File: config.mk
export PLATFORM = sky130hd
export DESIGN_NAME = expression_token_lexer_core_flat
export DESIGN_NICKNAME = d
export VERILOG_FILES = /design/src/hw/rtl/etl_pkg.sv /design/src/hw/rtl/etl_stream_if.sv /design/src/hw/rtl/etl_scanner.sv /design/src/hw/rtl/etl_result_fifo.sv /design/src/hw/rtl/expression_token_lexer_core.sv /design/src/flat_wrapper.sv
export VERILOG_INCLUDE_DIRS = /design/src /design/src/hw/rtl
export SDC_FILE = /design/constraint.sdc
export NUM_CORES = 1
export LEC_CHECK = 0
export BUFFER_PORTS_ARGS = -buffer_cell sky130_fd_sc_hd__buf_2
export CAP_MARGIN = 20
export CORE_MARGIN = 1
export CORE_UTILIZATION = 55
export DETAILED_ROUTE_END_ITERATION = 10
export PLACE_DENSITY_LB_ADDON = 0.08
export RECOVER_POWER = 100
export SLEW_MARGIN = 20
export SYNTH_ARGS = -nofsm -noshare
export SYNTH_HDL_FRONTEND = slang
export SYNTH_SLANG_ARGS = --single-unit
export TNS_END_PERCENT = 30
File: constraint.sdc
create_clock -name clk_i -period 6.55 [get_ports clk_i]
set_clock_uncertainty 0.05 [all_clocks]
set_input_delay 0.9825 -clock clk_i [delete_from_list [all_inputs] [get_ports clk_i]]
set_output_delay 0.9825 -clock clk_i [all_outputs]
set_load 0.005 [all_outputs]
File: src/hw/rtl/expression_token_lexer_core_defines.svh
// ---------------------------------------------------------------------------
// Expression token lexer assertion macros
// Concurrent assertion helpers shared by the lexer RTL files.
// ---------------------------------------------------------------------------
`ifndef EXPRESSION_TOKEN_LEXER_CORE_DEFINES_SVH
`define EXPRESSION_TOKEN_LEXER_CORE_DEFINES_SVH

`ifndef SYNTH
// Property that must hold at every clock edge outside reset.
`define ETL_ASSERT(label, clk, rst_n, prop, msg) \
  label: assert property (@(posedge clk) disable iff (!(rst_n)) (prop)) \
    else $error(msg);
// Same-cycle implication.
`define ETL_ASSERT_IMPLY(label, clk, rst_n, ante, cons, msg) \
  label: assert property (@(posedge clk) disable iff (!(rst_n)) (ante) |-> (cons)) \
    else $error(msg);
// Next-cycle implication.
`define ETL_ASSERT_NEXT(label, clk, rst_n, ante, cons, msg) \
  label: assert property (@(posedge clk) disable iff (!(rst_n)) (ante) |=> (cons)) \
    else $error(msg);
`else
`define ETL_ASSERT(label, clk, rst_n, prop, msg)
`define ETL_ASSERT_IMPLY(label, clk, rst_n, ante, cons, msg)
`define ETL_ASSERT_NEXT(label, clk, rst_n, ante, cons, msg)
`endif

`endif

File: src/hw/rtl/etl_pkg.sv
// ---------------------------------------------------------------------------
// Expression token lexer package
// Token codes, character constants and record types shared by the lexer.
// ---------------------------------------------------------------------------
`timescale 1ns / 1ps
`default_nettype none

package etl_pkg;

  typedef enum logic [3:0] {
    KIND_IDENT  = 4'd0,
    KIND_ASSERT = 4'd1,
    KIND_NUMBER = 4'd2,
    KIND_OP     = 4'd3,
    KIND_ASSIGN = 4'd4,
    KIND_LPAREN = 4'd5,
    KIND_RPAREN = 4'd6,
    KIND_EOF    = 4'd7,
    KIND_ERROR  = 4'd8
  } token_kind_e;

  typedef enum logic [2:0] {
    OP_PLUS  = 3'd0,
    OP_MINUS = 3'd1,
    OP_STAR  = 3'd2,
    OP_SLASH = 3'd3,
    OP_EQEQ  = 3'd4
  } op_code_e;

  localparam logic [7:0] CH_PLUS   = 8'h2B;
  localparam logic [7:0] CH_MINUS  = 8'h2D;
  localparam logic [7:0] CH_STAR   = 8'h2A;
  localparam logic [7:0] CH_SLASH  = 8'h2F;
  localparam logic [7:0] CH_EQUAL  = 8'h3D;
  localparam logic [7:0] CH_LPAREN = 8'h28;
  localparam logic [7:0] CH_RPAREN = 8'h29;
  localparam logic [7:0] CH_NL     = 8'h0A;
  localparam logic [7:0] CH_TAB    = 8'h09;
  localparam logic [7:0] CH_VT     = 8'h0B;
  localparam logic [7:0] CH_FF     = 8'h0C;
  localparam logic [7:0] CH_CR     = 8'h0D;
  localparam logic [7:0] CH_SPACE  = 8'h20;

  // Keyword "assert" is six characters long.
  localparam logic [2:0] KW_LEN = 3'd6;

  localparam logic [15:0] LEN_MAX = 16'hFFFF;

  typedef struct packed {
    token_kind_e kind;
    op_code_e    op;
    logic [15:0] line;
    logic [15:0] column;
    logic [15:0] length;
    logic        last;
  } result_t;

  // Up to two records produced by one accepted text item.
  typedef struct packed {
    logic [1:0] count;
    result_t    rec0;
    result_t    rec1;
  } push_t;

  function automatic logic [7:0] kw_char(input logic [2:0] idx);
    logic [7:0] ch;
    unique case (idx)
      3'd0:    ch = 8'h61;
      3'd1:    ch = 8'h73;
      3'd2:    ch = 8'h73;
      3'd3:    ch = 8'h65;
      3'd4:    ch = 8'h72;
      3'd5:    ch = 8'h74;
      default: ch = 8'h00;
    endcase
    return ch;
  endfunction

  function automatic result_t make_rec(input token_kind_e kind, input op_code_e op,
                                       input logic [15:0] line, input logic [15:0] column,
                                       input logic [15:0] length);
    result_t r;
    r.kind   = kind;
    r.op     = op;
    r.line   = line;
    r.column = column;
    r.length = length;
    r.last   = 1'b0;
    return r;
  endfunction

endpackage

`default_nettype wire

File: src/hw/rtl/etl_stream_if.sv
// ---------------------------------------------------------------------------
// Expression token lexer channels
// Valid/ready interfaces for the text input and the token output.
// ---------------------------------------------------------------------------
`timescale 1ns / 1ps
`default_nettype none

interface etl_text_if;
  logic       valid;
  logic       ready;
  logic [7:0] text_byte;
  logic       end_of_text;

  modport source (output valid, output text_byte, output end_of_text, input ready);
  modport sink   (input valid, input text_byte, input end_of_text, output ready);
endinterface

interface etl_token_if;
  logic        valid;
  logic        ready;
  logic [3:0]  token_kind;
  logic [2:0]  operator_code;
  logic [15:0] token_line;
  logic [15:0] token_column;
  logic [15:0] token_length;
  logic        last_of_run;

  modport source (output valid, output token_kind, output operator_code,
                  output token_line, output token_column, output token_length,
                  output last_of_run, input ready);
  modport sink   (input valid, input token_kind, input operator_code,
                  input token_line, input token_column, input token_length,
                  input last_of_run, output ready);
endinterface

`default_nettype wire

File: src/hw/rtl/etl_scanner.sv
// ---------------------------------------------------------------------------
// Expression token lexer scanner
// Scan state, counters and token record generation for one accepted byte per cycle.
// ---------------------------------------------------------------------------
`timescale 1ns / 1ps
`default_nettype none
`include "expression_token_lexer_core_defines.svh"

module etl_scanner #(
  parameter int LINE_WIDTH   = 16,
  parameter int COLUMN_WIDTH = 16
) (
  input  wire logic          clk_i,
  input  wire logic          rst_ni,
  input  wire logic          accept_i,
  input  wire logic [7:0]    text_byte_i,
  input  wire logic          end_of_text_i,
  output etl_pkg::push_t     push_o
);

  localparam logic [2:0] MODE_IDLE   = 3'd0;
  localparam logic [2:0] MODE_IDENT  = 3'd1;
  localparam logic [2:0] MODE_NUMBER = 3'd2;
  localparam logic [2:0] MODE_EQ     = 3'd3;
  localparam logic [2:0] MODE_HALT   = 3'd4;

  localparam logic [LINE_WIDTH-1:0]   LINE_MAX = {LINE_WIDTH{1'b1}};
  localparam logic [COLUMN_WIDTH-1:0] COL_MAX  = {COLUMN_WIDTH{1'b1}};
  localparam logic [LINE_WIDTH-1:0]   LINE_ONE = LINE_WIDTH'(1);
  localparam logic [COLUMN_WIDTH-1:0] COL_ONE  = COLUMN_WIDTH'(1);

  logic [2:0]              mode_q, mode_d;
  logic [2:0]              kw_idx_q, kw_idx_d;
  logic                    kw_ok_q, kw_ok_d;
  logic [COLUMN_WIDTH-1:0] start_col_q, start_col_d;
  logic [15:0]             run_len_q, run_len_d;
  logic [LINE_WIDTH-1:0]   line_q, line_d;
  logic [COLUMN_WIDTH-1:0] col_q, col_d;

  logic [31:0] line_ext, col_ext, start_ext;
  logic [15:0] line16, col16, start16;
  logic [COLUMN_WIDTH-1:0] col_inc;
  logic [15:0]             run_inc;
  logic        alpha, digit, white, is_op, kw_start;
  logic        flush_v, use_flush, char_v;
  etl_pkg::result_t flush_rec, char_rec;
  etl_pkg::op_code_e op_sel;

  // Reported positions are the low 16 bits of the counters.
  assign line_ext  = 32'(line_q);
  assign col_ext   = 32'(col_q);
  assign start_ext = 32'(start_col_q);
  assign line16    = line_ext[15:0];
  assign col16     = col_ext[15:0];
  assign start16   = start_ext[15:0];

  assign col_inc = (col_q < COL_MAX) ? col_q + COL_ONE : col_q;
  assign run_inc = (run_len_q < etl_pkg::LEN_MAX) ? run_len_q + 16'd1 : run_len_q;

  assign alpha = ((text_byte_i >= 8'h61) && (text_byte_i <= 8'h7A)) ||
                 ((text_byte_i >= 8'h41) && (text_byte_i <= 8'h5A));
  assign digit = (text_byte_i >= 8'h30) && (text_byte_i <= 8'h39);
  assign white = (text_byte_i == etl_pkg::CH_SPACE) || (text_byte_i == etl_pkg::CH_TAB) ||
                 (text_byte_i == etl_pkg::CH_VT) || (text_byte_i == etl_pkg::CH_FF) ||
                 (text_byte_i == etl_pkg::CH_CR);
  assign is_op = (text_byte_i == etl_pkg::CH_PLUS) || (text_byte_i == etl_pkg::CH_MINUS) ||
                 (text_byte_i == etl_pkg::CH_STAR) || (text_byte_i == etl_pkg::CH_SLASH);
  assign kw_start = (text_byte_i == etl_pkg::kw_char(3'd0));

  always_comb begin
    priority if (text_byte_i == etl_pkg::CH_PLUS) begin
      op_sel = etl_pkg::OP_PLUS;
    end else if (text_byte_i == etl_pkg::CH_MINUS) begin
      op_sel = etl_pkg::OP_MINUS;
    end else if (text_byte_i == etl_pkg::CH_STAR) begin
      op_sel = etl_pkg::OP_STAR;
    end else begin
      op_sel = etl_pkg::OP_SLASH;
    end
  end

  // The record a pending token would give if it ended now.
  always_comb begin
    flush_v   = 1'b0;
    flush_rec = etl_pkg::make_rec(etl_pkg::KIND_IDENT, etl_pkg::OP_PLUS, line16,
                                  start16, run_len_q);
    unique case (mode_q)
      MODE_IDENT: begin
        flush_v = 1'b1;
        if (kw_ok_q && (kw_idx_q == etl_pkg::KW_LEN)) begin
          flush_rec.kind = etl_pkg::KIND_ASSERT;
        end
      end
      MODE_NUMBER: begin
        flush_v        = 1'b1;
        flush_rec.kind = etl_pkg::KIND_NUMBER;
      end
      MODE_EQ: begin
        flush_v          = 1'b1;
        flush_rec.kind   = etl_pkg::KIND_ASSIGN;
        flush_rec.length = 16'd1;
      end
      default: flush_v = 1'b0;
    endcase
  end

  always_comb begin
    mode_d      = mode_q;
    kw_idx_d    = kw_idx_q;
    kw_ok_d     = kw_ok_q;
    start_col_d = start_col_q;
    run_len_d   = run_len_q;
    line_d      = line_q;
    col_d       = col_q;
    use_flush   = 1'b0;
    char_v      = 1'b0;
    char_rec    = etl_pkg::make_rec(etl_pkg::KIND_EOF, etl_pkg::OP_PLUS, line16, col16,
                                    16'd0);

    if (accept_i && (mode_q != MODE_HALT)) begin
      priority if (end_of_text_i) begin
        use_flush = flush_v;
        char_v    = 1'b1;
        mode_d    = MODE_HALT;
      end else if ((mode_q == MODE_IDENT) && (alpha || digit)) begin
        if (kw_ok_q && (kw_idx_q < etl_pkg::KW_LEN) &&
            (text_byte_i == etl_pkg::kw_char(kw_idx_q))) begin
          kw_idx_d = kw_idx_q + 3'd1;
        end else begin
          kw_ok_d = 1'b0;
        end
        run_len_d = run_inc;
        col_d     = col_inc;
      end else if ((mode_q == MODE_NUMBER) && digit) begin
        run_len_d = run_inc;
        col_d     = col_inc;
      end else if ((mode_q == MODE_EQ) && (text_byte_i == etl_pkg::CH_EQUAL)) begin
        char_v   = 1'b1;
        char_rec = etl_pkg::make_rec(etl_pkg::KIND_OP, etl_pkg::OP_EQEQ, line16, start16,
                                     16'd2);
        col_d    = col_inc;
        mode_d   = MODE_IDLE;
      end else begin
        // The byte ends any pending token and is then handled on its own.
        use_flush = flush_v;
        mode_d    = MODE_IDLE;
        priority if (text_byte_i == etl_pkg::CH_NL) begin
          line_d = (line_q < LINE_MAX) ? line_q + LINE_ONE : line_q;
          col_d  = COL_ONE;
        end else if (white) begin
          col_d = col_inc;
        end else if (alpha || digit) begin
          mode_d      = alpha ? MODE_IDENT : MODE_NUMBER;
          start_col_d = col_q;
          run_len_d   = 16'd1;
          kw_idx_d    = kw_start ? 3'd1 : 3'd0;
          kw_ok_d     = kw_start;
          col_d       = col_inc;
        end else if (is_op) begin
          char_v   = 1'b1;
          char_rec = etl_pkg::make_rec(etl_pkg::KIND_OP, op_sel, line16, col16, 16'd1);
          col_d    = col_inc;
        end else if (text_byte_i == etl_pkg::CH_EQUAL) begin
          mode_d      = MODE_EQ;
          start_col_d = col_q;
          col_d       = col_inc;
        end else if (text_byte_i == etl_pkg::CH_LPAREN) begin
          char_v   = 1'b1;
          char_rec = etl_pkg::make_rec(etl_pkg::KIND_LPAREN, etl_pkg::OP_PLUS, line16,
                                       col16, 16'd1);
          col_d    = col_inc;
        end else if (text_byte_i == etl_pkg::CH_RPAREN) begin
          char_v   = 1'b1;
          char_rec = etl_pkg::make_rec(etl_pkg::KIND_RPAREN, etl_pkg::OP_PLUS, line16,
                                       col16, 16'd1);
          col_d    = col_inc;
        end else begin
          char_v   = 1'b1;
          char_rec = etl_pkg::make_rec(etl_pkg::KIND_ERROR, etl_pkg::OP_PLUS, line16,
                                       col16, 16'd0);
          mode_d   = MODE_HALT;
        end
      end
    end
  end

  // Pack the records in emission order and mark the final one.
  always_comb begin
    push_o.count = 2'd0;
    push_o.rec0  = flush_rec;
    push_o.rec1  = char_rec;
    push_o.rec1.last = 1'b1;
    if (use_flush && char_v) begin
      push_o.count = 2'd2;
    end else if (use_flush) begin
      push_o.count     = 2'd1;
      push_o.rec0.last = 1'b1;
    end else if (char_v) begin
      push_o.count = 2'd1;
      push_o.rec0  = char_rec;
      push_o.rec0.last = 1'b1;
    end
  end

  always_ff @(posedge clk_i or negedge rst_ni) begin
    if (!rst_ni) begin
      mode_q      <= MODE_IDLE;
      kw_idx_q    <= 3'd0;
      kw_ok_q     <= 1'b1;
      start_col_q <= COL_ONE;
      run_len_q   <= 16'd0;
      line_q      <= LINE_ONE;
      col_q       <= COL_ONE;
    end else begin
      mode_q      <= mode_d;
      kw_idx_q    <= kw_idx_d;
      kw_ok_q     <= kw_ok_d;
      start_col_q <= start_col_d;
      run_len_q   <= run_len_d;
      line_q      <= line_d;
      col_q       <= col_d;
    end
  end

  `ETL_ASSERT_NEXT(a_halt_sticky, clk_i, rst_ni, mode_q == MODE_HALT, mode_q == MODE_HALT, "scanner left the halted mode")
  `ETL_ASSERT_IMPLY(a_push_needs_accept, clk_i, rst_ni, push_o.count != 2'd0, accept_i, "records pushed without an accepted byte")
  `ETL_ASSERT_IMPLY(a_pair_order, clk_i, rst_ni, push_o.count == 2'd2, !push_o.rec0.last && (push_o.rec1.kind == etl_pkg::KIND_EOF || push_o.rec1.kind == etl_pkg::KIND_ERROR || push_o.rec1.kind == etl_pkg::KIND_OP || push_o.rec1.kind == etl_pkg::KIND_LPAREN || push_o.rec1.kind == etl_pkg::KIND_RPAREN), "two-record push with a bad second record")

endmodule

`default_nettype wire

File: src/hw/rtl/etl_result_fifo.sv
// ---------------------------------------------------------------------------
// Expression token lexer result queue
// Four-entry register queue that takes up to two records per cycle.
// ---------------------------------------------------------------------------
`timescale 1ns / 1ps
`default_nettype none
`include "expression_token_lexer_core_defines.svh"

module etl_result_fifo (
  input  wire logic           clk_i,
  input  wire logic           rst_ni,
  input  wire etl_pkg::push_t push_i,
  output logic                space_o,
  etl_token_if.source         token_o
);

  localparam int DEPTH = 4;
  localparam int PTR_W = $clog2(DEPTH);
  localparam int CNT_W = $clog2(DEPTH + 1);

  etl_pkg::result_t  entries_q [DEPTH];
  logic [PTR_W-1:0]  wr_ptr_q, wr_ptr_d, rd_ptr_q, rd_ptr_d, wr_ptr_nxt;
  logic [CNT_W-1:0]  count_q, count_d;
  logic              pop;
  etl_pkg::result_t  head;

  assign wr_ptr_nxt = wr_ptr_q + PTR_W'(1);
  assign head       = entries_q[rd_ptr_q];
  assign pop        = token_o.valid && token_o.ready;

  // Room for a full pair is required before the next byte is taken.
  assign space_o = (count_q <= CNT_W'(DEPTH - 2));

  assign token_o.valid         = (count_q != '0);
  assign token_o.token_kind    = head.kind;
  assign token_o.operator_code = head.op;
  assign token_o.token_line    = head.line;
  assign token_o.token_column  = head.column;
  assign token_o.token_length  = head.length;
  assign token_o.last_of_run   = head.last;

  always_comb begin
    wr_ptr_d = wr_ptr_q + PTR_W'(push_i.count);
    rd_ptr_d = pop ? rd_ptr_q + PTR_W'(1) : rd_ptr_q;
    count_d  = count_q + CNT_W'(push_i.count) - CNT_W'(pop);
  end

  always_ff @(posedge clk_i) begin
    if (push_i.count != 2'd0) begin
      entries_q[wr_ptr_q] <= push_i.rec0;
    end
    if (push_i.count == 2'd2) begin
      entries_q[wr_ptr_nxt] <= push_i.rec1;
    end
  end

  always_ff @(posedge clk_i or negedge rst_ni) begin
    if (!rst_ni) begin
      wr_ptr_q <= '0;
      rd_ptr_q <= '0;
      count_q  <= '0;
    end else begin
      wr_ptr_q <= wr_ptr_d;
      rd_ptr_q <= rd_ptr_d;
      count_q  <= count_d;
    end
  end

  `ETL_ASSERT_IMPLY(a_no_overflow, clk_i, rst_ni, push_i.count != 2'd0, space_o, "push without room")
  `ETL_ASSERT(a_ptr_match, clk_i, rst_ni, (wr_ptr_q - rd_ptr_q) == PTR_W'(count_q), "count mismatch")

endmodule

`default_nettype wire

File: src/hw/rtl/expression_token_lexer_core.sv
// A token record enters the result queue when the byte that ends it is accepted.
// Throughput: one text byte per cycle; a byte that closes a pending token and makes
// its own token gives two records, which drain one per cycle while output is ready.
// The input stalls only while the four-entry result queue lacks room for a pair.
// Reset (asynchronous, active low) clears the scan state to line 1, column 1, no
// pending token, and empties the result queue.
// ---------------------------------------------------------------------------
// Expression token lexer core
// Streaming lexer that turns a byte stream into identifier, keyword, number, operator,
// assignment, parenthesis, end and error token records.
// ---------------------------------------------------------------------------
`timescale 1ns / 1ps
`default_nettype none

module expression_token_lexer_core #(
  parameter int LINE_WIDTH   = 16,
  parameter int COLUMN_WIDTH = 16
) (
  input  wire logic     clk_i,
  input  wire logic     rst_ni,
  etl_text_if.sink      text_i,
  etl_token_if.source   token_o
);

  // A byte transfer happens whenever the queue has room for the worst case of
  // two records, so the scanner never needs to hold a byte back.
  logic           space;
  logic           accept;
  etl_pkg::push_t push;

  assign text_i.ready = space;
  assign accept       = text_i.valid && space;

  // The scanner updates its counters and mode on accepted transfers until it halts
  // and hands any finished records to the queue in the same cycle.
  etl_scanner #(
    .LINE_WIDTH   (LINE_WIDTH),
    .COLUMN_WIDTH (COLUMN_WIDTH)
  ) u_scanner (
    .clk_i         (clk_i),
    .rst_ni        (rst_ni),
    .accept_i      (accept),
    .text_byte_i   (text_i.text_byte),
    .end_of_text_i (text_i.end_of_text),
    .push_o        (push)
  );

  // The queue registers the records and presents them one transfer at a time.
  etl_result_fifo u_result_fifo (
    .clk_i   (clk_i),
    .rst_ni  (rst_ni),
    .push_i  (push),
    .space_o (space),
    .token_o (token_o)
  );

endmodule

`default_nettype wire

File: src/flat_wrapper.sv
// flat-port wrapper written by rule: the top's interface ports become plain ports
module expression_token_lexer_core_flat 
#(
  parameter int LINE_WIDTH   = 16,
  parameter int COLUMN_WIDTH = 16
)
  (clk_i, rst_ni, text_i_valid, text_i_text_byte, text_i_end_of_text, text_i_ready, token_o_valid, token_o_token_kind, token_o_operator_code, token_o_token_line, token_o_token_column, token_o_token_length, token_o_last_of_run, token_o_ready);
  etl_text_if text_i_i ();
  etl_token_if token_o_i ();
  input  wire logic clk_i;
  input  wire logic rst_ni;
  input wire logic [$bits(text_i_i.valid)-1:0] text_i_valid;
  input wire logic [$bits(text_i_i.text_byte)-1:0] text_i_text_byte;
  input wire logic [$bits(text_i_i.end_of_text)-1:0] text_i_end_of_text;
  output wire logic [$bits(text_i_i.ready)-1:0] text_i_ready;
  output wire logic [$bits(token_o_i.valid)-1:0] token_o_valid;
  output wire logic [$bits(token_o_i.token_kind)-1:0] token_o_token_kind;
  output wire logic [$bits(token_o_i.operator_code)-1:0] token_o_operator_code;
  output wire logic [$bits(token_o_i.token_line)-1:0] token_o_token_line;
  output wire logic [$bits(token_o_i.token_column)-1:0] token_o_token_column;
  output wire logic [$bits(token_o_i.token_length)-1:0] token_o_token_length;
  output wire logic [$bits(token_o_i.last_of_run)-1:0] token_o_last_of_run;
  input wire logic [$bits(token_o_i.ready)-1:0] token_o_ready;
  assign text_i_i.valid = text_i_valid;
  assign text_i_i.text_byte = text_i_text_byte;
  assign text_i_i.end_of_text = text_i_end_of_text;
  assign text_i_ready = text_i_i.ready;
  assign token_o_valid = token_o_i.valid;
  assign token_o_token_kind = token_o_i.token_kind;
  assign token_o_operator_code = token_o_i.operator_code;
  assign token_o_token_line = token_o_i.token_line;
  assign token_o_token_column = token_o_i.token_column;
  assign token_o_token_length = token_o_i.token_length;
  assign token_o_last_of_run = token_o_i.last_of_run;
  assign token_o_i.ready = token_o_ready;
  expression_token_lexer_core #(.LINE_WIDTH(LINE_WIDTH), .COLUMN_WIDTH(COLUMN_WIDTH)) u_core (.clk_i(clk_i), .rst_ni(rst_ni), .text_i(text_i_i), .token_o(token_o_i));
endmodule
==> flow_summary.json, run 1 <==
{
  "run_status": "complete, but fails checks",
  "violations": "capacitance limit, slew limit",
  "nFillCells": 2015,
  "cts_tree": "yes",
  "dieArea_um2": 26910,
  "fin_setup_tns_ns": 0,
  "ys_seq_area_share_pct": 55.96,
  "slew_headroom_pct": -111.2,
  "p_comb_share_pct": 20.3,
  "timing.rr.start": "u_core.u_scanner.mode_q[2]",
  "ff2ff_setup_slack_ns": 1.81,
  "io_pins": 71,
  "reg2reg_to": "u_core.u_result_fifo.entries_q[1][27]",
  "endpoint": "u_core.u_result_fifo.entries_q[1][27]",
  "drv_slew": 190,
  "timing.final.crit_share_pct": 85.68,
  "p_int_mw": 3.582,
  "routed_wl_um": 33230,
  "worstRegToRegCells": 11,
  "antenna_found_initial": 0,
  "synth_cell_types": 80,
  "synth-main-ff-cell": "edfxtp_1",
  "die_x_um": 164.1,
  "startpoint_type": "input pin",
  "synth_edf_count": 164,
  "overflow": 0,
  "finalPower_mw": 5.025,
  "power_per_cell_area_nw_per_um2": 317.9,
  "ant_nets": 0,
  "final_cell_mix": "edfxtp_1 (164), a22o_1 (124), dfrtp_1 (73), nor2_1 (62), dfxtp_1 (60)",
  "clock-sinks": 302,
  "htree_levels": 1,
  "rsz0062_at_grt": "false",
  "die_y_um": 164.1,
  "dp_hpwl_um": 20850,
  "io_buffer_count": 70,
  "layout-drive-gt1-share_pct": 15.68,
  "clockPowerShare_pct": 33.5,
  "vias": 9628,
  "place_congestion": 0.8660,
  "antenna_cells": 0,
  "initial_core_util_pct": 56.70,
  "cts-resized-gates": 0,
  "crit_required_ns": 6.91,
  "power_switching_mw": 1.443,
  "grt_util_all_layers_pct": 25.42,
  "grt_max_degree": 58,
  "ys_async_sr_fraction_pct": 25.83,
  "clock_latency_ns": 0.56,
  "fmax_mhz": 178.2,
  "synthCells": 1120,
  "setup_viol": 0,
  "cts_buffer_depth": 3,
  "routedWlPerCell_um": 22.00,
  "path_clk_slew_ns": 0.06,
  "place_inst": 1453,
  "grt_pass1_vias": 9389,
  "timing.final.hold_violations": 0,
  "drtIter0Drc": 869,
  "area_delta_synth_final_pct": 9.425,
  "synth-seq-cells": 302,
  "cts_made_buffers": 31,
  "crit_arrival_ns": 5.97,
  "path_max_fanout": 16,
  "final_cells": 1510,
  "first_pass_iters": 5,
  "drcViolationCount": 0,
  "path_class": "in -> reg",
  "postCtsSetupRepairBufs": 0,
  "cts_hold_buf": 0,
  "period_needed_ns": 5.612,
  "tightest_slew_ns": 3.167,
  "row_count": 58,
  "vias_per_cell": 6.376,
  "synth_area_um2": 14440,
  "yosys_warnings": 0,
  "core_um2": 25470,
  "synth_fp_nets": 1148,
  "avgSynthCellArea_um2": 12.90,
  "ir_drop_uv": 225.5,
  "final_nets": 1184,
  "final_common_cell": "edfxtp_1",
  "p_leak_nw": 6.042,
  "startpoint": "text_i_text_byte[1]",
  "seq_power_share_pct": 46.2,
  "cp-end-kind": "flip-flop",
  "cap_violations": 7,
  "hp-class": "reg -> reg",
  "switching_share_pct": 28.72,
  "grt_pass1_wl_um": 52630,
  "clock-root-buffer": "clkbuf_16"
}
-- area by class of cell --
cell class	instances	area, um2	share of cell area (%)
flip-flops and latches	302	8087	51.16
multi-input cells	700	5776	36.54
clock buffers	50	910.9	5.763
repair buffers	90	441.7	2.794
well taps	330	412.9	2.612
inverters	31	116.4	0.7362
clock inverters	7	61.31	0.3879
-- Yosys cell counts, types with 15 or more instances --
| cell type | n | area share [%] |
|---|---|---|
| a21oi_1 | 27 | 0.94 |
| a22o_1 | 124 | 7.5 |
| and2_1 | 38 | 1.6 |
| and3_1 | 41 | 1.8 |
| buf_2 | 15 | 0.52 |
| clkbuf_1 | 58 | 1.5 |
| dfrtp_1 | 74 | 13 |
| dfxtp_1 | 60 | 8.3 |
| edfxtp_1 | 164 | 34 |
| inv_1 | 31 | 0.81 |
| mux2_1 | 16 | 1.2 |
| mux4_2 | 56 | 8.7 |
| nand2_1 | 50 | 1.3 |
| nand3_1 | 30 | 1.0 |
| nand4_1 | 15 | 0.65 |
| nor2_1 | 61 | 1.6 |
| o21ai_0 | 26 | 0.90 |
| xnor2_1 | 15 | 0.91 |
-- registers in the layout, indices dropped and copies added (netlist names) --
register / flops
u_core.u_result_fifo.count_q: 3
u_core.u_result_fifo.entries_q: 224
u_core.u_result_fifo.rd_ptr_q: 2
u_core.u_result_fifo.wr_ptr_q: 2
u_core.u_scanner.col16: 16
u_core.u_scanner.kw_idx_q: 3
u_core.u_scanner.kw_ok_q: 1
u_core.u_scanner.line16: 16
u_core.u_scanner.mode_q: 3
u_core.u_scanner.run_len_q: 16
u_core.u_scanner.start16: 16
-- power groups by stage --
stage,Combinational (mW),Clock (mW),Sequential [mW]
floorplan,0.806,0,2.20
global placement,1.04,0,2.35
detailed placement,1.05,0,2.36
CTS,1.06,1.71,2.32
global route,1.11,1.78,2.34
finish,1.02,1.68,2.32
-- worst min path at each step --
stage	from	endpoint	slack, ns	cells after the start
2_1_floorplan	u_core.u_result_fifo.entries_q[0][0]	u_core.u_result_fifo.entries_q[0][0]	0.38	1
3_3_place_gp	u_core.u_result_fifo.entries_q[0][0]	u_core.u_result_fifo.entries_q[0][0]	0.40	1
3_5_place_dp	u_core.u_result_fifo.entries_q[2][13]	u_core.u_result_fifo.entries_q[2][13]	0.41	1
4_1_cts	rst_ni	u_core.u_scanner.mode_q[2]	0.30	1
5_1_grt	u_core.u_result_fifo.entries_q[0][15]	u_core.u_result_fifo.entries_q[0][15]	0.44	1
6_report	u_core.u_result_fifo.entries_q[3][3]	u_core.u_result_fifo.entries_q[3][3]	0.43	1
-- routing by layer --
metal  GRT usage [%]  part of all wire (%)  up-vias
met1           36.81                    45     4857
met2           41.18                    47      296
met5               0                     0        -
li1                -                     -     4436
met4           5.808                   1.6        0
met3           3.106                   5.9       39
-- through the flow --
step | hold WS [ns] | instance area, um2 | worst slack (ns) | util, %
2_1_floorplan | 0.3817 | 14440 | 1.284 | -
3_3_place_gp | 0.3984 | 14980 | 1.221 | 58.82
3_5_place_dp | 0.4077 | 14990 | 1.014 | 58.85
4_1_cts | 0.2980 | 15960 | 1.580 | 62.66
5_1_grt | 0.4390 | 15810 | 0.5720 | 62.05
6_report | 0.4283 | 15810 | 0.9380 | 62.05
-- cells by family (layout without fill, tap and decap cells) --
group,count (synthesis),in the layout,share of synthesized area [%]
flops,302,302,55.96
simple gates,295,295,11.20
compound gates,289,289,16.27
buf+inv,118,178,3.456
mux,74,74,10.13
xor+xnor,27,27,1.637
fa+ha+maj,15,15,1.351
-- critical path, stage by stage --
cell and delay [ns]:
buf_2 0.19, or4_4 0.53, o221ai_1 0.61, o21ai_0 0.50, o21a_1 0.43, nor2_1 0.18, ha_1 0.39, nand2_1 0.16
nor2_1 0.26, a21oi_1 0.12, a21oi_1 1.32, a22o_1 0.29
No activity file was read; power rests on OpenSTA's default activity.
==> inputs of run 2 (changes only) <==
Settings changed: PLACE_DENSITY set to 0.73, PLACE_DENSITY_LB_ADDON 0.08 to unset.
==> run 2 against run 1 <==
Compared with the run above:
- the flow still finishes with violations (capacitance limit, slew limit)
- non-clock buffer count is 1 lower
- worst hold slack got worse by 0.0069 ns
- via count grew 2.5%
- design area increased by 0.95%
- first-iteration DRC count decreased by 0.12%
- die area stayed put
- register-to-register slack got worse by 0.37 ns
- wire length rose by 2.1%
- flip-flop and latch count is the same
- largest power group unchanged
==> flow_summary.json, run 2 (same netlist as run 1, synthesis figures left out) <==
{
  "antenna_cells": 0,
  "dieArea_um2": 26910,
  "io_pins": 71,
  "clock-sinks": 302,
  "clock_latency_ns": 0.57,
  "crit_cells": 13,
  "cts_tree": "yes",
  "tightest_slew_ns": 2.645,
  "timing.rr.start": "u_core.u_scanner.mode_q[2]",
  "cap_violations": 8,
  "grt_pass1_vias": 9635,
  "clock-root-buffer": "clkbuf_16",
  "crit_arrival_ns": 6.13,
  "final_nets": 1183,
  "grt_max_degree": 58,
  "clockPowerShare_pct": 37.1,
  "io_buffer_count": 70,
  "core_um2": 25470,
  "p_int_mw": 3.813,
  "postCtsSetupRepairBufs": 0,
  "vias": 9871,
  "drtIter0Drc": 868,
  "dp_hpwl_um": 21480,
  "path_clk_slew_ns": 0.07,
  "power_per_cell_area_nw_per_um2": 332.5,
  "layout-drive-gt1-share_pct": 15.25,
  "violations": "capacitance limit, slew limit",
  "top_register": "u_core.u_result_fifo.entries_q",
  "drv_slew": 189,
  "crit_buf_inv": 3,
  "final_common_cell": "edfxtp_1",
  "largest_register_ffs": 224,
  "fmax_mhz": 174.1,
  "cts_buffer_depth": 3,
  "die_x_um": 164.1,
  "path_class": "in -> reg",
  "overflow": 0,
  "grt_pass1_wl_um": 53720,
  "htree_levels": 1,
  "cp-end-kind": "flip-flop",
  "period_needed_ns": 5.745,
  "setup_viol": 0,
  "seq_power_share_pct": 43.6,
  "fin_util_pct": 62.64,
  "run_status": "complete, but fails checks",
  "grt_util_all_layers_pct": 26.03,
  "ir_drop_uv": 258.6,
  "power_switching_mw": 1.491,
  "nFillCells": 1998,
  "hp-class": "reg -> reg",
  "drcViolationCount": 0,
  "timing.final.crit_share_pct": 87.71,
  "cts_hold_buf": 0,
  "cts_made_buffers": 31,
  "final_cell_mix": "edfxtp_1 (164), a22o_1 (124), dfrtp_1 (73), nor2_1 (62), dfxtp_1 (60)",
  "antenna_found_initial": 0,
  "reg2reg_to": "u_core.u_result_fifo.entries_q[2][26]",
  "cts-resized-gates": 0,
  "slowest_delay_ns": 1.30,
  "rsz0062_at_grt": "false",
  "p_leak_nw": 6.100,
  "p_comb_share_pct": 19.3,
  "slew_headroom_pct": -76.30,
  "path_max_fanout": 15,
  "crit_required_ns": 6.94,
  "fin_setup_tns_ns": 0,
  "timing.final.hold_violations": 0,
  "initial_core_util_pct": 56.70,
  "place_congestion": 0.9279,
  "critPathTopFamily": "compound AO/OA/AOI/OAI gates",
  "area_delta_synth_final_pct": 10.46,
  "cp_common_cell": "clkbuf_1",
  "switching_share_pct": 28.11,
  "ant_nets": 0,
  "die_y_um": 164.1,
  "row_count": 58,
  "ff2ff_setup_slack_ns": 1.44,
  "routedWlPerCell_um": 22.47,
  "worstRegToRegCells": 15,
  "first_pass_iters": 6,
  "endpoint": "u_core.u_result_fifo.entries_q[3][22]",
  "vias_per_cell": 6.537,
  "startpoint_type": "input pin",
  "routed_wl_um": 33930,
  "crit_chain": "clkbuf_1, or4_4, o221ai_1, o21ai_2, o21a_1, nor2_1, inv_1, ha_1, nor2b_1, nand2_1, o41ai_1, clkbuf_1, a22o_1",
  "startpoint": "text_i_text_byte[1]",
  "cp_slowest_cell": "o41ai_1"
}
==> run 2: final cells by class <==
cell class              count  area, um2  share of cell area (%)
clock inverters            16      242.7                   1.521
clock buffers              42      920.9                   5.772
multi-input cells         700       5756                   36.07
flip-flops and latches    302       8087                   50.68
repair buffers             89      420.4                   2.635
well taps                 330      412.9                   2.588
inverters                  31      116.4                  0.7293
==> run 2: how the worst min path moves through the flow <==
stage                                               start                                     to  slack (ns)  depth (start not counted)
floorplan            u_core.u_result_fifo.entries_q[0][0]   u_core.u_result_fifo.entries_q[0][0]        0.38                          1
global placement     u_core.u_result_fifo.entries_q[0][0]   u_core.u_result_fifo.entries_q[0][0]        0.40                          1
detailed placement   u_core.u_result_fifo.entries_q[0][0]   u_core.u_result_fifo.entries_q[0][0]        0.41                          1
CTS                                                rst_ni           u_core.u_scanner.kw_idx_q[2]        0.30                          1
global route        u_core.u_result_fifo.entries_q[0][13]  u_core.u_result_fifo.entries_q[0][13]        0.44                          1
finish               u_core.u_result_fifo.entries_q[0][0]   u_core.u_result_fifo.entries_q[0][0]        0.42                          1
==> run 2: power by group through the flow <==
stage,Sequential (mW),Clock (mW),Combinational (mW)
6_report,2.31,1.97,1.02
5_1_grt,2.34,2.07,1.11
4_1_cts,2.32,1.98,1.06
3_5_place_dp,2.35,0,1.05
3_3_place_gp,2.35,0,1.05
2_1_floorplan,2.20,0,0.806
==> run 2: through the flow <==
| step | hold slack, ns | worst slack (ns) | power (mW) | std cells | instance area [um2] |
|---|---|---|---|---|---|
| 3_3_place_gp | 0.3958 | 0.6548 | 3.393 | 1450 | 14970 |
| 5_1_grt | 0.4372 | 0.4415 | 5.519 | 1510 | 15960 |
| 3_5_place_dp | 0.4072 | 0.7851 | 3.408 | 1450 | 14970 |
| 2_1_floorplan | 0.3817 | 1.284 | 3.007 | 1120 | 14440 |
| 6_report | 0.4214 | 0.8049 | 5.305 | 1510 | 15960 |
| 4_1_cts | 0.3025 | 1.329 | 5.358 | 1508 | 16130 |
==> run 2: layer usage <==
layer  routed length, um  up-vias  track usage [%]  share of wire (%)
met5                   0        -                0                  0
met4                 757        0            7.997                2.2
met3                2304       51            3.561                6.8
met2               16480      412            43.09                 49
met1               14390     4964            35.85                 42
li1                    -     4444                -                  -
==> inputs of run 3 (changes only) <==
Settings changed: REMOVE_ABC_BUFFERS set to 1.
==> run 3 against run 2 <==
Compared with the run above:
- the run still ends with capacitance limit, slew limit left
- maximum frequency grew 2.6%
- via count decreased by 1.4%
- critical path type unchanged
- critical path depth is 2 higher
- die area unchanged
- flip-flop and latch count stayed put
- sequential share of layout area up 0.21 points
==> flow_summary.json, run 3 (same netlist as run 1, synthesis figures left out) <==
{
  "run_status": "complete, but fails checks",
  "violations": "capacitance limit, slew limit",
  "grt_max_degree": 58,
  "path_max_fanout": 33,
  "clock-sinks": 302,
  "drcViolationCount": 0,
  "area_delta_synth_final_pct": 9.979,
  "path_class": "in -> reg",
  "power_per_cell_area_nw_per_um2": 323.3,
  "routedWlPerCell_um": 22.10,
  "hp-class": "reg -> reg",
  "layout-drive-gt1-share_pct": 16.27,
  "overflow": 0,
  "reg2reg_to": "u_core.u_result_fifo.entries_q[2][49]",
  "grt_util_all_layers_pct": 25.78,
  "cts_buffer_depth": 3,
  "ff2ff_setup_slack_ns": 1.73,
  "p_leak_nw": 6.086,
  "final_nets": 1183,
  "timing.final.crit_share_pct": 85.45,
  "cap_violations": 8,
  "initial_core_util_pct": 56.70,
  "place_congestion": 0.8814,
  "path_clk_slew_ns": 0.06,
  "fin_util_pct": 62.36,
  "cts_tree": "yes",
  "place_area_um2": 14990,
  "clock-root-buffer": "clkbuf_16",
  "setup_viol": 0,
  "startpoint_type": "input pin",
  "fin_setup_tns_ns": 0,
  "final_design_area_no_fill_um2": 15890,
  "worstRegToRegCells": 14,
  "final_common_cell": "edfxtp_1",
  "crit_arrival_ns": 5.73,
  "rsz0062_at_grt": "false",
  "clock_latency_ns": 0.57,
  "timing.final.hold_violations": 0,
  "min_to": "u_core.u_result_fifo.entries_q[0][0]",
  "cts_made_buffers": 31,
  "htree_levels": 1,
  "row_count": 58,
  "postCtsSetupRepairBufs": 0,
  "io_buffer_count": 70,
  "cp-end-kind": "flip-flop",
  "nFillCells": 1993,
  "hold_path_depth": 1,
  "crit_required_ns": 6.68,
  "drtIter0Drc": 1026,
  "hold_slack_ns": 0.4207,
  "die_x_um": 164.1,
  "final_cell_mix": "edfxtp_1 (164), a22o_1 (124), dfrtp_1 (73), nor2_1 (62), dfxtp_1 (60)",
  "largest_register_ffs": 224,
  "tightest_slew_ns": 2.588,
  "vias": 9731,
  "io_pins": 71,
  "dieArea_um2": 26910,
  "core_um2": 25470,
  "antenna_cells": 0,
  "cts_hold_buf": 0,
  "worstHoldStart": "u_core.u_result_fifo.entries_q[0][0]",
  "dp_hpwl_um": 21710,
  "vias_per_cell": 6.444,
  "first_pass_iters": 5,
  "grt_pass1_wl_um": 53250,
  "routed_wl_um": 33380,
  "grt_pass1_vias": 9664,
  "top_register": "u_core.u_result_fifo.entries_q",
  "drv_slew": 190,
  "ant_nets": 0,
  "slew_headroom_pct": -72.50,
  "timing.rr.start": "u_core.u_scanner.mode_q[2]",
  "fmax_mhz": 178.7,
  "ir_drop_uv": 239.1,
  "period_needed_ns": 5.597,
  "antenna_found_initial": 0,
  "cts-resized-gates": 0,
  "die_y_um": 164.1
}
-- run 3: changes by cell type in the layout (fill, tap and decap cells not counted), moves of 2 or more --
cell / before / now
and2_1: 26 / 29
and2_0: 12 / 9
a21oi_1: 33 / 30
bufinv_16: 6 / 2
buf_1: 2 / 0
clkinv_2: 3 / 8
clkbuf_1: 44 / 40
a21oi_2: 0 / 3
buf_2: 35 / 39
-- run 3: worst max-delay path by stage --
| stage | start | to |
|---|---|---|
| floorplan | text_i_text_byte[6] | u_core.u_result_fifo.entries_q[2][17] |
| CTS | text_i_text_byte[1] | u_core.u_result_fifo.entries_q[3][49] |
| detailed placement | text_i_text_byte[1] | u_core.u_result_fifo.entries_q[3][53] |
| finish | text_i_text_byte[1] | u_core.u_result_fifo.entries_q[2][49] |
| global route | text_i_text_byte[1] | u_core.u_result_fifo.entries_q[2][54] |
| global placement | text_i_text_byte[1] | u_core.u_result_fifo.entries_q[3][53] |
-- run 3: cell type report --
cell class / count / area (um2) / area share [%]
clock buffers: 41 / 895.9 / 5.640
clock inverters: 17 / 155.1 / 0.9767
inverters: 31 / 116.4 / 0.7325
multi-input cells: 700 / 5774 / 36.35
flip-flops and latches: 302 / 8084 / 50.89
well taps: 330 / 412.9 / 2.599
repair buffers: 89 / 446.7 / 2.812
-- run 3: per-stage QoR --
step           power, mW  instances  setup WS, ns
3_3_place_gp       3.395       1451         1.218
5_1_grt            5.347       1510        0.5977
2_1_floorplan      2.983       1033        0.5221
4_1_cts            5.193       1509         1.658
3_5_place_dp       3.416       1451         1.092
6_report           5.136       1510        0.9529
-- run 3: routing by layer --
layer | up-vias | share of wire (%) | track usage, %
met3 | 67 | 6.2 | 3.636
met2 | 351 | 46 | 40.70
met5 | - | 0 | 0
li1 | 4443 | - | -
met1 | 4870 | 44 | 36.83
met4 | 0 | 3.2 | 8.796
-- run 3: worst max-delay path, cell delays in order --
cell      delay, ns
clkbuf_1       0.27
or4_4          0.59
o221ai_1       0.71
o21ai_2        0.24
o21a_1         0.33
nor2_1         0.18
inv_1          0.06
ha_1           0.27
inv_1          0.17
nand2_1        0.11
nor2_1         0.27
nor2_1         0.07
buf_4          0.22
inv_2          0.41
clkbuf_2       0.79
-- run 3: report_power, final --
group	internal (mW)	switching, mW	leakage, nW
registers	2.11	0.176	3.17
logic	0.483	0.575	2.39
clock network	1.05	0.745	0.531
